--- src/design/slfr_pkg.sv ---
// ----------------------------------------------------------------------------
// slfr_pkg
// shared types, constants and the crc-8 byte update for the frame receiver
// ----------------------------------------------------------------------------
`default_nettype none

package slfr_pkg;

    localparam int unsigned MAX_PAYLOAD_DEF = 64;

    localparam logic [7:0] SYNC_BYTE  = 8'h55;
    localparam logic [7:0] CRC_POLY   = 8'h07;
    localparam logic [7:0] CRC_MSB    = 8'h80;
    localparam logic [7:0] BCAST_SLOT = 8'hFF;

    typedef enum logic [2:0] {
        PH_SYNC  = 3'd0,
        PH_TYPE  = 3'd1,
        PH_SLOT  = 3'd2,
        PH_LEN   = 3'd3,
        PH_DATA  = 3'd4,
        PH_CHECK = 3'd5
    } t_phase;

    typedef enum logic [1:0] {
        KIND_DATA  = 2'd0,
        KIND_END   = 2'd1,
        KIND_ABORT = 2'd2
    } t_kind;

    typedef struct packed {
        t_kind      kind;
        logic [7:0] frame_type;
        logic [7:0] slot_field;
        logic [7:0] payload_length;
        logic [5:0] byte_index;
        logic [7:0] data_byte;
        logic       crc_ok;
        logic       addressed;
        logic       last;
    } t_result;

    // msb-first crc-8, no reflection, no final xor
    function automatic logic [7:0] crc8_byte(input logic [7:0] crc, input logic [7:0] din);
        logic [7:0] v;
        v = crc ^ din;
        for (int k = 0; k < 8; k++) begin
            if ((v & CRC_MSB) != 8'h00) begin
                v = {v[6:0], 1'b0} ^ CRC_POLY;
            end else begin
                v = {v[6:0], 1'b0};
            end
        end
        return v;
    endfunction

endpackage

`default_nettype wire

--- src/design/slfr_in_stage.sv ---
// ----------------------------------------------------------------------------
// slfr_in_stage
// input register for received bytes, refilled in the cycle it is drained
// ----------------------------------------------------------------------------
`default_nettype none

module slfr_in_stage (
    input  wire logic       i_clk,
    input  wire logic       i_rst_n,
    input  wire logic       i_valid,
    input  wire logic [7:0] i_byte,
    input  wire logic       i_take,
    output logic            o_stall,
    output logic            o_valid,
    output logic [7:0]      o_byte
);

    logic       r_valid;
    logic [7:0] r_byte;
    logic       in_ready;
    logic       n_valid;

    assign in_ready = i_rst_n && (!r_valid || i_take);
    assign o_stall  = !in_ready;
    assign o_valid  = r_valid;
    assign o_byte   = r_byte;

    always_comb begin
        n_valid = r_valid;
        if (i_valid && in_ready) begin
            n_valid = 1'b1;
        end else if (i_take) begin
            n_valid = 1'b0;
        end
    end

    always_ff @(posedge i_clk) begin
        if (!i_rst_n) begin
            r_valid <= 1'b0;
        end else begin
            r_valid <= n_valid;
        end
    end

    always_ff @(posedge i_clk) begin
        if (i_valid && in_ready) begin
            r_byte <= i_byte;
        end
    end

endmodule

`default_nettype wire

--- src/design/slfr_parse.sv ---
// ----------------------------------------------------------------------------
// slfr_parse
// frame parser: sync hunt, header capture, payload count and crc-8 check
// ----------------------------------------------------------------------------
`default_nettype none

module slfr_parse #(
    parameter int unsigned MAX_PAYLOAD = slfr_pkg::MAX_PAYLOAD_DEF
) (
    input  wire logic        i_clk,
    input  wire logic        i_rst_n,
    input  wire logic        i_fire,
    input  wire logic [7:0]  i_byte,
    input  wire logic [7:0]  i_own_slot,
    output logic             o_res_valid,
    output slfr_pkg::t_result o_res
);

    localparam int unsigned CW = $clog2(MAX_PAYLOAD + 1);

    slfr_pkg::t_phase r_phase, n_phase;
    logic [7:0]       r_type, n_type;
    logic [7:0]       r_slot, n_slot;
    logic [7:0]       r_len, n_len;
    logic [CW-1:0]    r_count, n_count;
    logic [7:0]       r_crc, n_crc;
    logic [CW-1:0]    count_inc;
    logic [7:0]       crc_next;

    assign count_inc = r_count + CW'(1);
    assign crc_next  = slfr_pkg::crc8_byte(r_crc, i_byte);

    always_ff @(posedge i_clk) begin
        if (!i_rst_n) begin
            r_phase <= slfr_pkg::PH_SYNC;
            r_type  <= '0;
            r_slot  <= '0;
            r_len   <= '0;
            r_count <= '0;
            r_crc   <= '0;
        end else if (i_fire) begin
            r_phase <= n_phase;
            r_type  <= n_type;
            r_slot  <= n_slot;
            r_len   <= n_len;
            r_count <= n_count;
            r_crc   <= n_crc;
        end
    end

    always_comb begin
        n_phase = r_phase;
        n_type  = r_type;
        n_slot  = r_slot;
        n_len   = r_len;
        n_count = r_count;
        n_crc   = r_crc;

        o_res_valid          = 1'b0;
        o_res.kind           = slfr_pkg::KIND_DATA;
        o_res.frame_type     = r_type;
        o_res.slot_field     = r_slot;
        o_res.payload_length = r_len;
        o_res.byte_index     = '0;
        o_res.data_byte      = '0;
        o_res.crc_ok         = 1'b0;
        o_res.addressed      = (r_slot == i_own_slot) || (r_slot == slfr_pkg::BCAST_SLOT);
        o_res.last           = 1'b0;

        case (r_phase)
            slfr_pkg::PH_TYPE: begin
                n_type  = i_byte;
                n_crc   = slfr_pkg::crc8_byte(8'h00, i_byte);
                n_phase = slfr_pkg::PH_SLOT;
            end
            slfr_pkg::PH_SLOT: begin
                n_slot  = i_byte;
                n_crc   = crc_next;
                n_phase = slfr_pkg::PH_LEN;
            end
            slfr_pkg::PH_LEN: begin
                n_len   = i_byte;
                n_crc   = crc_next;
                n_count = '0;
                n_phase = (i_byte != 8'h00) ? slfr_pkg::PH_DATA : slfr_pkg::PH_CHECK;
            end
            slfr_pkg::PH_DATA: begin
                n_crc       = crc_next;
                n_count     = count_inc;
                o_res_valid = i_fire;
                if (count_inc >= CW'(MAX_PAYLOAD)) begin
                    n_phase    = slfr_pkg::PH_SYNC;
                    o_res.kind = slfr_pkg::KIND_ABORT;
                    o_res.last = 1'b1;
                end else begin
                    if (9'(count_inc) >= {1'b0, r_len}) begin
                        n_phase = slfr_pkg::PH_CHECK;
                    end
                    o_res.byte_index = 6'(r_count);
                    o_res.data_byte  = i_byte;
                end
            end
            slfr_pkg::PH_CHECK: begin
                n_phase      = slfr_pkg::PH_SYNC;
                o_res_valid  = i_fire;
                o_res.kind   = slfr_pkg::KIND_END;
                o_res.crc_ok = (i_byte == r_crc);
                o_res.last   = 1'b1;
            end
            default: begin
                n_phase = (i_byte == slfr_pkg::SYNC_BYTE) ? slfr_pkg::PH_TYPE
                                                          : slfr_pkg::PH_SYNC;
            end
        endcase
    end

endmodule

`default_nettype wire

--- src/design/slfr_out_stage.sv ---
// ----------------------------------------------------------------------------
// slfr_out_stage
// result register, holds a word while the consumer stalls
// ----------------------------------------------------------------------------
`default_nettype none

module slfr_out_stage (
    input  wire logic              i_clk,
    input  wire logic              i_rst_n,
    input  wire logic              i_load,
    input  wire slfr_pkg::t_result i_res,
    input  wire logic              i_stall,
    output logic                   o_ready,
    output logic                   o_valid,
    output slfr_pkg::t_result      o_res
);

    logic              r_valid;
    slfr_pkg::t_result r_res;

    assign o_ready = !r_valid || !i_stall;
    assign o_valid = r_valid;
    assign o_res   = r_res;

    always_ff @(posedge i_clk) begin
        if (!i_rst_n) begin
            r_valid <= 1'b0;
        end else if (o_ready) begin
            r_valid <= i_load;
        end
    end

    always_ff @(posedge i_clk) begin
        if (o_ready && i_load) begin
            r_res <= i_res;
        end
    end

endmodule

`default_nettype wire

--- src/design/sync_len_frame_receiver_crc8.sv ---
// ----------------------------------------------------------------------------
// sync_len_frame_receiver_crc8
// serial frame receiver: sync 0x55, type, slot, length, payload, crc-8 check
//
//   channel   direction  handshake                  payload
//   rx        in         i_rx_valid / o_rx_stall    i_rx_byte
//   result    out        o_res_valid / i_res_stall  o_kind .. o_last
//   config    in         i_cfg_we                   i_cfg_data (own slot)
//
// one word per cycle sustained while no result stall backs up; a word is parsed
// between the input register and the result register, so its result is
// registered in the result register once the parser takes the word
// header and sync words give no result; payload, end and abort give one
// synchronous active-low reset returns the parser to sync hunting
// a result stall holds the result register and backs up into o_rx_stall
// ----------------------------------------------------------------------------
`default_nettype none

module sync_len_frame_receiver_crc8 #(
    parameter int unsigned MAX_PAYLOAD = slfr_pkg::MAX_PAYLOAD_DEF
) (
    input  wire logic       i_clk,
    input  wire logic       i_rst_n,
    input  wire logic       i_cfg_we,
    input  wire logic [7:0] i_cfg_data,
    input  wire logic       i_rx_valid,
    output logic            o_rx_stall,
    input  wire logic [7:0] i_rx_byte,
    output logic            o_res_valid,
    input  wire logic       i_res_stall,
    output logic [1:0]      o_kind,
    output logic [7:0]      o_frame_type,
    output logic [7:0]      o_slot_field,
    output logic [7:0]      o_payload_length,
    output logic [5:0]      o_byte_index,
    output logic [7:0]      o_data_byte,
    output logic            o_crc_ok,
    output logic            o_addressed,
    output logic            o_last
);

    logic [7:0]        r_own_slot;
    logic              in_valid;
    logic [7:0]        in_byte;
    logic              out_ready;
    logic              fire;
    logic              res_valid;
    slfr_pkg::t_result res;
    slfr_pkg::t_result out_res;

    always_ff @(posedge i_clk) begin
        if (!i_rst_n) begin
            r_own_slot <= '0;
        end else if (i_cfg_we) begin
            r_own_slot <= i_cfg_data;
        end
    end

    assign fire = in_valid && out_ready;

    slfr_in_stage u_in (
        .i_clk   (i_clk),
        .i_rst_n (i_rst_n),
        .i_valid (i_rx_valid),
        .i_byte  (i_rx_byte),
        .i_take  (fire),
        .o_stall (o_rx_stall),
        .o_valid (in_valid),
        .o_byte  (in_byte)
    );

    slfr_parse #(
        .MAX_PAYLOAD (MAX_PAYLOAD)
    ) u_parse (
        .i_clk       (i_clk),
        .i_rst_n     (i_rst_n),
        .i_fire      (fire),
        .i_byte      (in_byte),
        .i_own_slot  (r_own_slot),
        .o_res_valid (res_valid),
        .o_res       (res)
    );

    slfr_out_stage u_out (
        .i_clk   (i_clk),
        .i_rst_n (i_rst_n),
        .i_load  (res_valid),
        .i_res   (res),
        .i_stall (i_res_stall),
        .o_ready (out_ready),
        .o_valid (o_res_valid),
        .o_res   (out_res)
    );

    assign o_kind           = out_res.kind;
    assign o_frame_type     = out_res.frame_type;
    assign o_slot_field     = out_res.slot_field;
    assign o_payload_length = out_res.payload_length;
    assign o_byte_index     = out_res.byte_index;
    assign o_data_byte      = out_res.data_byte;
    assign o_crc_ok         = out_res.crc_ok;
    assign o_addressed      = out_res.addressed;
    assign o_last           = out_res.last;

endmodule

`default_nettype wire

--- config.mk ---
export PLATFORM = sky130hd
export DESIGN_NAME = sync_len_frame_receiver_crc8
export DESIGN_NICKNAME = d
export VERILOG_FILES = /design/src/design/slfr_pkg.sv /design/src/design/slfr_in_stage.sv /design/src/design/slfr_parse.sv /design/src/design/slfr_out_stage.sv /design/src/design/sync_len_frame_receiver_crc8.sv
export SDC_FILE = /design/constraint.sdc
export NUM_CORES = 1
export LEC_CHECK = 0
export BUFFER_PORTS_ARGS = -buffer_cell sky130_fd_sc_hd__buf_2
export CORE_MARGIN = 2
export CORE_UTILIZATION = 52
export CTS_BUF_LIST = sky130_fd_sc_hd__clkbuf_16
export DETAILED_ROUTE_END_ITERATION = 8
export GPL_ROUTABILITY_DRIVEN = 0
export PLACE_DENSITY_LB_ADDON = 0.08
export SLEW_MARGIN = 20
export SYNTH_ARGS = -nofsm -noshare
export SYNTH_HDL_FRONTEND = slang
export SYNTH_HIERARCHICAL = 1
export SYNTH_SLANG_ARGS = --single-unit
--- constraint.sdc ---
create_clock -name i_clk -period 2.7 [get_ports i_clk]
set_clock_uncertainty 0.15 [all_clocks]
set_input_delay 0.675 -clock i_clk [delete_from_list [all_inputs] [get_ports i_clk]]
set_output_delay 0.675 -clock i_clk [all_outputs]
set_load 0.02 [all_outputs]
# Yosys cells after proc, flatten, opt, wreduce, memory -nomap -nowiden
# Cells that the tools add are included.
[classes]
n_addsub = 1
order_cmp = 2
n_eq_ne = 10
mux = 37
n_bitwise = 18
reduce_logical = 24
[op_table]
columns = ["cell", "count"]
rows = [
  ["8-bit two-way mux", 7],
  ["3-bit two-way mux", 18],
  ["3-bit NOT", 16],
  ["8-bit equality test", 2],
  ["8-bit one-hot mux with 2 select lines", 1],
  ["3-bit one-hot mux with 5 select lines", 1],
  ["7-bit one-hot mux with 2 select lines", 1],
  ["2-bit AND reduction", 6],
  ["8-bit by 7-bit equality test with 1-bit output (second input constant)", 1],
  ["8-bit equality test (second input constant)", 1],
  ["7-bit by 8-bit greater-or-equal comparator with 1-bit output", 1],
  ["8-bit nonzero test", 1],
  ["8-bit XOR", 1],
  ["7-bit by 1-bit adder with 7-bit output (second input constant)", 1],
  ["7-bit greater-or-equal comparator (second input constant)", 1],
  ["3-bit by 2-bit equality test with 1-bit output (second input constant)", 2],
  ["3-bit equality test (second input constant)", 2],
  ["1-bit two-way mux", 6],
  ["2-bit nonzero test", 3],
  ["1-bit logical AND", 4],
  ["1-bit logical NOT", 4],
  ["2-bit one-hot mux with 2 select lines", 1],
  ["2-bit OR reduction", 2],
  ["3-bit by 1-bit equality test with 1-bit output (second input constant)", 1],
  ["other kinds (6)", 8],
]
[word_totals]
ff_bits = 103
input_bits = 21
out_inout_bits = 45
word_cells = 111

# Longest topological paths before layout
# Gate-level depths: netlist of the first run.
[logic_depth]
depth_word = 24
ltp_mapped = 9
ltp_nobuf = 9

# Cells and area by module
# The synthesis of the first run kept the hierarchy.
[by_module_without_submodules]
columns = ["mod", "instances", "cells_each", "area_per_inst_um2", "seq_area_each_um2"]
rows = [
  ["slfr_parse", 1, 370, 2892.8, 840.8],
  ["slfr_out_stage", 1, 48, 1332.5, 1311.3],
  ["sync_len_frame_receiver_crc8", 1, 26, 307.8, 160.2],
  ["slfr_in_stage", 1, 14, 295.3, 260.2],
]

# Worst setup path before layout of the first run
# No wires, ideal clock.
[synth_timing]
kind = "input-to-reg"
startpoint = "input port i_res_stall"
endpoint = "register u_out.r_res, in the netlist u_out/o_res[0] (enable)"
setup_ns = 0.405
arrival_time_ns = 2.411
required_time_ns = 2.145
path_slack_ns = -0.266
stages = 5
path_buffers = 1
path_cell_list = "nand2_1 -> and2_1 -> clkbuf_1 -> and2_1 -> and2_1"
[synth_between]
elab_chain_len = 5
[synth_lines]
columns = ["item", "line", "rtl"]
rows = [
  ["from (decl)", "sync_len_frame_receiver_crc8.sv:30", "input wire logic i_res_stall,"],
  ["1-bit logical NOT", "slfr_out_stage.sv:21", "assign o_ready = !r_valid || !i_stall;"],
  ["1-bit logical OR", "slfr_out_stage.sv:21", ""],
  ["1-bit logical AND", "sync_len_frame_receiver_crc8.sv:59", "assign fire = in_valid && out_ready;"],
  ["named net fire", "sync_len_frame_receiver_crc8.sv:46", "logic fire;"],
  ["1-bit two-way mux", "slfr_parse.sv:70", "case (r_phase)"],
  ["named net res_valid", "sync_len_frame_receiver_crc8.sv:47", "logic res_valid;"],
  ["1-bit logical AND", "slfr_out_stage.sv:34", "if (o_ready && i_load) begin"],
  ["to (signal assigned)", "slfr_out_stage.sv:35", "r_res <= i_res;"],
  ["to (decl)", "slfr_out_stage.sv:19", "slfr_pkg::t_result r_res;"],
]
# The timed path passes the listed nets, and every way through them passes these cells.
# A chain may end at the register's enable or synchronous reset.

# Final worst setup path of the first run
[layout_timing]
startpoint = "register u_parse.r_count[1]"
endpoint = "register u_parse.r_phase[1]"
[layout_between]
elab_chain_len = 4
elab_cells_between_ends = 7
cone_classes = "add/sub (1); order compare (2); eq/ne (1); mux (2); reduce/logical (1)"
[layout_lines]
columns = ["item", "line", "rtl"]
rows = [
  ["from (decl)", "slfr_parse.sv:25", "logic [CW-1:0] r_count, n_count;"],
  ["from (signal assigned)", "slfr_parse.sv:46", "r_count <= n_count;"],
  ["7-bit by 1-bit adder with 7-bit output (*)", "slfr_parse.sv:30", "assign count_inc = r_count + CW'(1);"],
  ["7-bit greater-or-equal comparator or 7-bit by 8-bit greater-or-equal comparator with 1-bit output (tied branches)", "slfr_parse.sv:91, slfr_parse.sv:96", ""],
  ["3-bit two-way mux or 3-bit by 1-bit inequality test with 1-bit output (tied branches)", "-", ""],
  ["3-bit one-hot mux with 5 select lines or 2-bit AND reduction (tied branches)", "-", ""],
  ["to (signal assigned)", "slfr_parse.sv:35", "r_phase <= slfr_pkg::PH_SYNC;"],
  ["to (signal assigned)", "slfr_parse.sv:42", "r_phase <= n_phase;"],
  ["to (decl)", "slfr_parse.sv:21", "slfr_pkg::t_phase r_phase, n_phase;"],
]
# Every way passes the cells marked *; elsewhere a longest branch is shown, timed or not.

==> results of run 1 <==
[cell type report]
cell class / instances / area, sq um
multi-input combinational: 311 / 2090
sequential: 103 / 2570
tap: 111 / 139
clock inverter: 7 / 87.6
inverter: 19 / 71.3
clock buffer: 9 / 225
timing repair buffer: 85 / 488
fill: 811 / 3440
[worst paths after layout]
check                startpoint                 end  cells past startpoint  slack, ns
min           u_parse/r_type[3]     u_out/o_res[36]                      0       0.28
min reg2reg   u_parse/r_type[3]     u_out/o_res[36]                      0       0.28
max reg2reg  u_parse/r_count[1]  u_parse/r_phase[1]                     10       0.15
max          u_parse/r_count[1]  u_parse/r_phase[1]                     10       0.15
[cells in the final DEF (no fill, tap or decap), types with 2 or more instances in the layout]
cell / n
a211oi_1: 4
a21o_1: 2
a21oi_1: 37
a31oi_1: 3
a32oi_1: 2
and2_1: 10
and3_1: 7
buf_2: 65
buf_4: 19
bufinv_16: 2
clkbuf_16: 9
clkinv_1: 2
dfxtp_1: 50
dfxtp_2: 2
edfxtp_1: 51
ha_1: 19
inv_1: 20
mux2i_1: 16
nand2_1: 45
nand2b_1: 5
nand3_1: 6
nand4_1: 5
nor2_1: 29
nor2b_1: 9
nor3_1: 9
nor4_1: 4
o21a_1: 2
o21ai_0: 11
o31ai_1: 5
or2_2: 2
or3_1: 4
or4_1: 2
xnor2_1: 39
xor2_1: 8
[synthesized netlist by cell type (all sizes together) (3+ instances only)]
library cell and n:
xnor2 39, nor4 5, o21ai 11, xor2 9, nand3 7, nand4 5, o31ai 5, dfxtp 52
ha 19, nor2b 9, inv 18, a211oi 4, or3 4, and3 8, and2 11, edfxtp 51
buf 3, nor3 9, a21oi 37, clkbuf 22, nand2b 6, a31oi 3, nand2 45, nor2 30
or4 3, mux2i 16
[sequential cells by signal, indices dropped and copies added, names as in the netlist]
signal           flops
u_in/o_byte          8
u_parse/r_len        8
u_out/o_res         43
r_own_slot           8
u_parse/r_crc        8
u_in/o_valid         1
u_parse/r_slot       8
u_parse/r_count      7
u_parse/r_type       8
u_parse/r_phase      3
u_out/o_valid        1
[critical path, cell delays in order, from the launching register on]
cell and delay (ns):
dfxtp_2 0.35, ha_1 0.20, nand3_2 0.13, or3_1 0.39
nand2_1 0.11, ha_1 0.24, nand3_1 0.09, nor4_1 0.05
buf_4 0.16, or4_1 0.47, a21oi_1 0.15
[report_power, final]
group | total, W | switching, W | internal (W)
registers | 0.00168 | 0.0000300 | 0.00165
logic | 0.000244 | 0.000131 | 0.000113
clock network | 0.00137 | 0.000559 | 0.000806
total | 0.00329 | 0.000720 | 0.00257
[metal layers]
metal	global-route usage (%)	routed length, um
met5	0	0
met3	3.41	479
met1	29.2	4800
met2	34.4	4800
met4	7.48	182
[through the flow]
stage | std cells | total power [W] | instance area (sq um)
final | 645 | 0.00329 | 5670
after detailed placement | 629 | 0.00196 | 5340
after floorplan | 458 | 0.00189 | 4830
after global routing | 645 | 0.00340 | 5670
after CTS | 645 | 0.00331 | 5650
after global placement | 629 | 0.00195 | 5340
[kinds of logic after synthesis]
logic type / share of synthesized area, %
mux: 3.55
flops: 53.3
fa+ha+maj: 4.92
compound gates: 9.64
buf+inv: 3.89
simple gates: 16.0
xor+xnor: 8.71
==> results.rst, run 1 <==
.. list-table::
   :header-rows: 1

   * - Metric
     - Value
   * - Hold-fix buffers, CTS
     - 0
   * - # IOs
     - 66
   * - Leakage power of the design
     - 2.06 nW
   * - Portion of the clock cycle consumed by the worst path in the final layout
     - 94.5%
   * - Post-synthesis cell type count
     - 52
   * - Utilization after layout
     - 62.3%
   * - Vias per inst
     - 5.38
   * - Period minus WS final
     - 2.55 ns
   * - Maximum root-to-sink buffer count
     - 2
   * - Setup fix buffers added after clock tree synthesis
     - 0
   * - Via Count
     - 3467
   * - Crit path capture type
     - flip-flop
   * - Max_cap viols
     - 0
   * - Maximum ir drop on the vdd rail
     - 315 uV
   * - Final hold violation count
     - 0
   * - Power density of the placed cells
     - 581 nW/um^2
   * - # clock sinks
     - 103
   * - Overall die height
     - 100 um
   * - Fraction of registers with async set or reset after synthesis
     - 0%
   * - Residual overflow from global routing
     - 0
   * - Aggregate routed wire length
     - 10.3 mm
   * - Setup Total Neg Slack
     - 0 ns
   * - Primary FF master, synth
     - dfxtp_1
   * - GR Util All Layers
     - 21.3%
   * - Post-synthesis cell count
     - 458
   * - Worst slew slack as a fraction of its limit
     - 60.0%
   * - H-tree depth
     - 3
   * - Layout cells sized above 1
     - 21.2%
   * - Pin count of the biggest net entering global routing
     - 44
   * - Yosys warns
     - 6
   * - TritonCTS Buffers
     - 9
   * - Worst Path Required
     - 2.83 ns
   * - Worst setup path class
     - flip-flop to flip-flop
   * - EDFF count, synth
     - 51
   * - PortBufs
     - 65
   * - Sequential share of the synthesized area
     - 53.3%
   * - HP Class
     - flip-flop to flip-flop
   * - Core Region
     - 9110 sq um
   * - Count of inserted antenna diode cells
     - 0
   * - Flip-flop and latch count after synthesis
     - 103
   * - Antenna violations before repair
     - 0
   * - Transition time at the pin with the least slew margin
     - 0.598 ns
   * - Fraction of post-synthesis cell area in the top cell type by area
     - 31.7%
   * - Number of global-route vias before repair
     - 3310
   * - Average size of a mapped cell
     - 10.5 sq um
   * - Global-route wire length before repair
     - 16.7 mm
   * - Average routed wire per standard cell
     - 15.9 um
   * - Post-layout nets
     - 569
   * - Total iterations of the first detailed-routing run
     - 4
   * - Final WS setup
     - 0.148 ns
   * - Master cell of the clock root buffer
     - clkbuf_16
   * - Top cell type by total area after synthesis
     - edfxtp_1
   * - Clock-pin slew of the registers on the worst-case setup and hold paths
     - 0.07 ns
   * - Arrival time at the worst endpoint
     - 2.68 ns
   * - Initial core utilization
     - 53.0%
   * - Post-Place Worst Slack
     - 0.0875 ns
   * - Top post-synthesis cells by area
     - edfxtp_1 32%, dfxtp_1 22%, xnor2_1 7.1%, ha_1 4.9%, a21oi_1 3.8%
   * - Die extent in x
     - 100 um
   * - Post-cts sizing count
     - 0
   * - DRC violations left
     - 0
   * - Clock tree from TritonCTS
     - built
   * - Peak fanout along the critical path
     - 5
   * - Die Footprint
     - 10100 sq um
   * - Cell Rows
     - 35
   * - HPWL after detailed placement
     - 7.10 mm
   * - Max-slew violation total from the final report
     - 0
   * - Residual antenna-violating net count after detailed routing
     - 0
   * - Net Count, Synth
     - 498
   * - Crit path launch type
     - flip-flop
   * - Final-layout worst hold slack
     - 0.279 ns
   * - Maximum clock frequency
     - 0.392 GHz
   * - Setup-failing EPs final
     - 0
   * - Initial drt markers
     - 201
   * - Area of the mapped netlist
     - 4830 sq um
   * - Worst skew pair latency
     - 0.34 ns
   * - Status
     - complete, no violations
   * - Area overhead of the layout relative to synthesis
     - 17.5%
No activity file was read; power rests on OpenSTA's default activity.
==> inputs of run 2 (changes only) <==
Settings changed: BUFFER_PORTS_ARGS -buffer_cell sky130_fd_sc_hd__buf_2 to default, CORE_UTILIZATION 52 to 57, DONT_BUFFER_PORTS from default to 1.
==> results.rst, run 2 (synthesized netlist as in run 1, its figures left out) <==
.. list-table::
   :header-rows: 1

   * - Metric
     - Value
   * - Status
     - complete, no violations
   * - Master cell of the clock root buffer
     - clkbuf_16
   * - Final hold violation count
     - 0 (unchanged)
   * - Worst setup path startpoint
     - u_parse/r_count[1]
   * - DRC violations left
     - 0 (unchanged)
   * - Layout cells sized above 1
     - 10.9% (-10 points)
   * - Peak fanout along the critical path
     - 6 (+1)
   * - FF-to-FF Start
     - u_parse/r_count[1]
   * - Crit path capture type
     - flip-flop
   * - Slack of the worst reg-to-reg path
     - 0.10 ns (-0.05 ns)
   * - DP Area
     - 4990 sq um (-6.6%)
   * - Average routed wire per standard cell
     - 17.8 um (+12%)
   * - Initial drt markers
     - 250 (+24%)
   * - Core Region
     - 8220 sq um (-9.8%)
   * - GR Util All Layers
     - 23.6% (+2.3 points)
   * - Setup-failing EPs final
     - 0 (unchanged)
   * - R2R depth
     - 9 (-1)
   * - Count of inserted antenna diode cells
     - 0 (unchanged)
   * - Initial core utilization
     - 58.8% (+5.8 points)
   * - H-tree depth
     - 3 (unchanged)
   * - Worst Path Required
     - 2.82 ns (about the same)
   * - Clock-pin slew of the registers on the worst-case setup and hold paths
     - 0.07 ns (about the same)
   * - Overall die height
     - 96.0 um (-4.3%)
   * - Crit Reg-Reg Endpoint
     - u_parse/r_phase[1]
   * - Summed area of non-filler cells in the final layout
     - 5320 sq um (-6.3%)
   * - Arrival time at the worst endpoint
     - 2.71 ns (+0.03 ns)
   * - Pin count of the biggest net entering global routing
     - 44 (unchanged)
   * - Worst slew slack as a fraction of its limit
     - 58.6% (-1.4 points)
   * - Antenna violations before repair
     - 0 (unchanged)
   * - Max-slew violation total from the final report
     - 0 (unchanged)
   * - Maximum ir drop on the vdd rail
     - 365 uV (+16%)
   * - Post-layout nets
     - 501 (-12%)
   * - Top library cells by usage in the layout, fill and taps aside
     - 51 x edfxtp_1, 50 x dfxtp_1, 45 x nand2_1
   * - # IOs
     - 66 (unchanged)
   * - Critical path destination
     - u_parse/r_phase[1]
   * - Global-route wire length before repair
     - 16.3 mm (-2.4%)
   * - Slowest stage cell on the critical path
     - or4_1
   * - Cell Rows
     - 33 (-5.7%)
   * - Clock tree from TritonCTS
     - built
   * - Most frequent standard cell in the layout excluding fill and tap cells
     - edfxtp_1
   * - Aggregate routed wire length
     - 10.2 mm (-0.92%)
   * - Maximum clock frequency
     - 0.385 GHz (-1.8%)
   * - Transition time at the pin with the least slew margin
     - 0.622 ns (+0.0234 ns)
   * - Setup Total Neg Slack
     - 0 ns (unchanged)
   * - Worst path cell trace
     - ha_2, nand3_4, or3_1, nand2_1, ha_1, a21oi_1, nor2_1, or4_1, a21oi_2
   * - Residual overflow from global routing
     - 0 (unchanged)
   * - Worst setup path class
     - flip-flop to flip-flop
   * - HP Class
     - flip-flop to flip-flop
   * - Delay of the slowest cell on the worst path
     - 0.54 ns (+0.07 ns)
   * - Via Count
     - 3347 (-3.5%)
   * - Placed Cells
     - 554 (-12%)
   * - Period minus WS final
     - 2.60 ns (+0.0460 ns)
   * - Max reg flops
     - 43 (unchanged)
   * - TritonCTS Buffers
     - 9 (unchanged)
   * - Portion of the clock cycle consumed by the worst path in the final layout
     - 96.2% (+1.7 points)
   * - Maximum root-to-sink buffer count
     - 2 (unchanged)
   * - Worst skew pair latency
     - 0.34 ns (about the same)
   * - # clock sinks
     - 103 (unchanged)
   * - Crit path launch type
     - flip-flop
   * - Area overhead of the layout relative to synthesis
     - 10.1%
   * - Min-Delay Startpoint
     - u_parse/r_type[5]
   * - Cell depth of the worst hold path
     - 0 (unchanged)
   * - Power density of the placed cells
     - 587 nW/um^2 (+1.1%)
   * - Number of global-route vias before repair
     - 3186 (-3.7%)
   * - PortBufs
     - 0 (-100%)
   * - Final standard cell count with taps included and fillers excluded
     - 571 (-11%)
   * - Vias per inst
     - 5.86 (+9.0%)
   * - Die Footprint
     - 9220 sq um (-8.4%)
   * - Leakage power of the design
     - 1.82 nW (-11%)
   * - Total iterations of the first detailed-routing run
     - 5 (+1)
   * - Die extent in x
     - 96.0 um (-4.3%)
   * - HPWL after detailed placement
     - 7.01 mm (-1.3%)
   * - Residual antenna-violating net count after detailed routing
     - 0 (unchanged)
   * - Max_cap viols
     - 0 (unchanged)
-- run 2: area by class of cell --
| class | count | area, sq um |
|---|---|---|
| Clock inverter | 7 | 53.8 |
| Multi-Input combinational cell | 311 | 2110 |
| Inverter | 19 | 71.3 |
| Tap cell | 105 | 131 |
| Timing Repair Buffer | 17 | 153 |
| Sequential cell | 103 | 2570 |
| Fill cell | 642 | 2900 |
| Clock buffer | 9 | 225 |
-- run 2: worst max-delay path, delay by kind of cell, from the launching register on --
family | cells | cell delay (ns)
AO/OA/AOI/OAI | 2 | 0.29
adder cells (fa/ha/maj) | 2 | 0.46
flip-flops | 1 | 0.37
AND/OR/NAND/NOR | 5 | 1.25
-- run 2: where the power goes --
group	internal (W)	total, W	switching (W)
combinational	0.000102	0.000224	0.000122
clock	0.000635	0.00121	0.000579
sequential	0.00165	0.00168	0.0000294
-- run 2: layer usage --
layer  routed length [um]  global-route usage (%)
met5                    0                       0
met4                  264                    9.29
met3                  532                    6.11
met2                 4860                    37.2
met1                 4510                    31.1
-- run 2: how the worst min path moves through the flow --
stage                            endpoint  slack, ns
after floorplan           u_out/o_res[33]       0.26
after global placement    u_out/o_res[34]       0.27
after detailed placement  u_out/o_res[34]       0.27
after CTS                  u_in/o_byte[2]       0.27
after global routing       u_in/o_byte[2]       0.26
final                     u_out/o_res[38]       0.28
-- run 2: metrics by stage --
stage | utilization (%) | hold WS [ns] | total power [W] | worst slack [ns]
after global routing | 64.7 | 0.259 | 0.00325 | -0.0126
after floorplan | - | 0.258 | 0.00189 | 0.183
after CTS | 64.1 | 0.273 | 0.00314 | 0.0271
final | 64.7 | 0.280 | 0.00312 | 0.102
after detailed placement | 60.7 | 0.267 | 0.00194 | 0.0547
after global placement | 60.7 | 0.267 | 0.00193 | 0.162
-- run 2: timing repair --
item / CTS / global route
hold endpoints to repair: 0 / 0
setup buffers: 0 / 1
gates resized for setup: 0 / 10
hold buffers: 0 / 0
endpoints found under the setup margin: 0 / 3
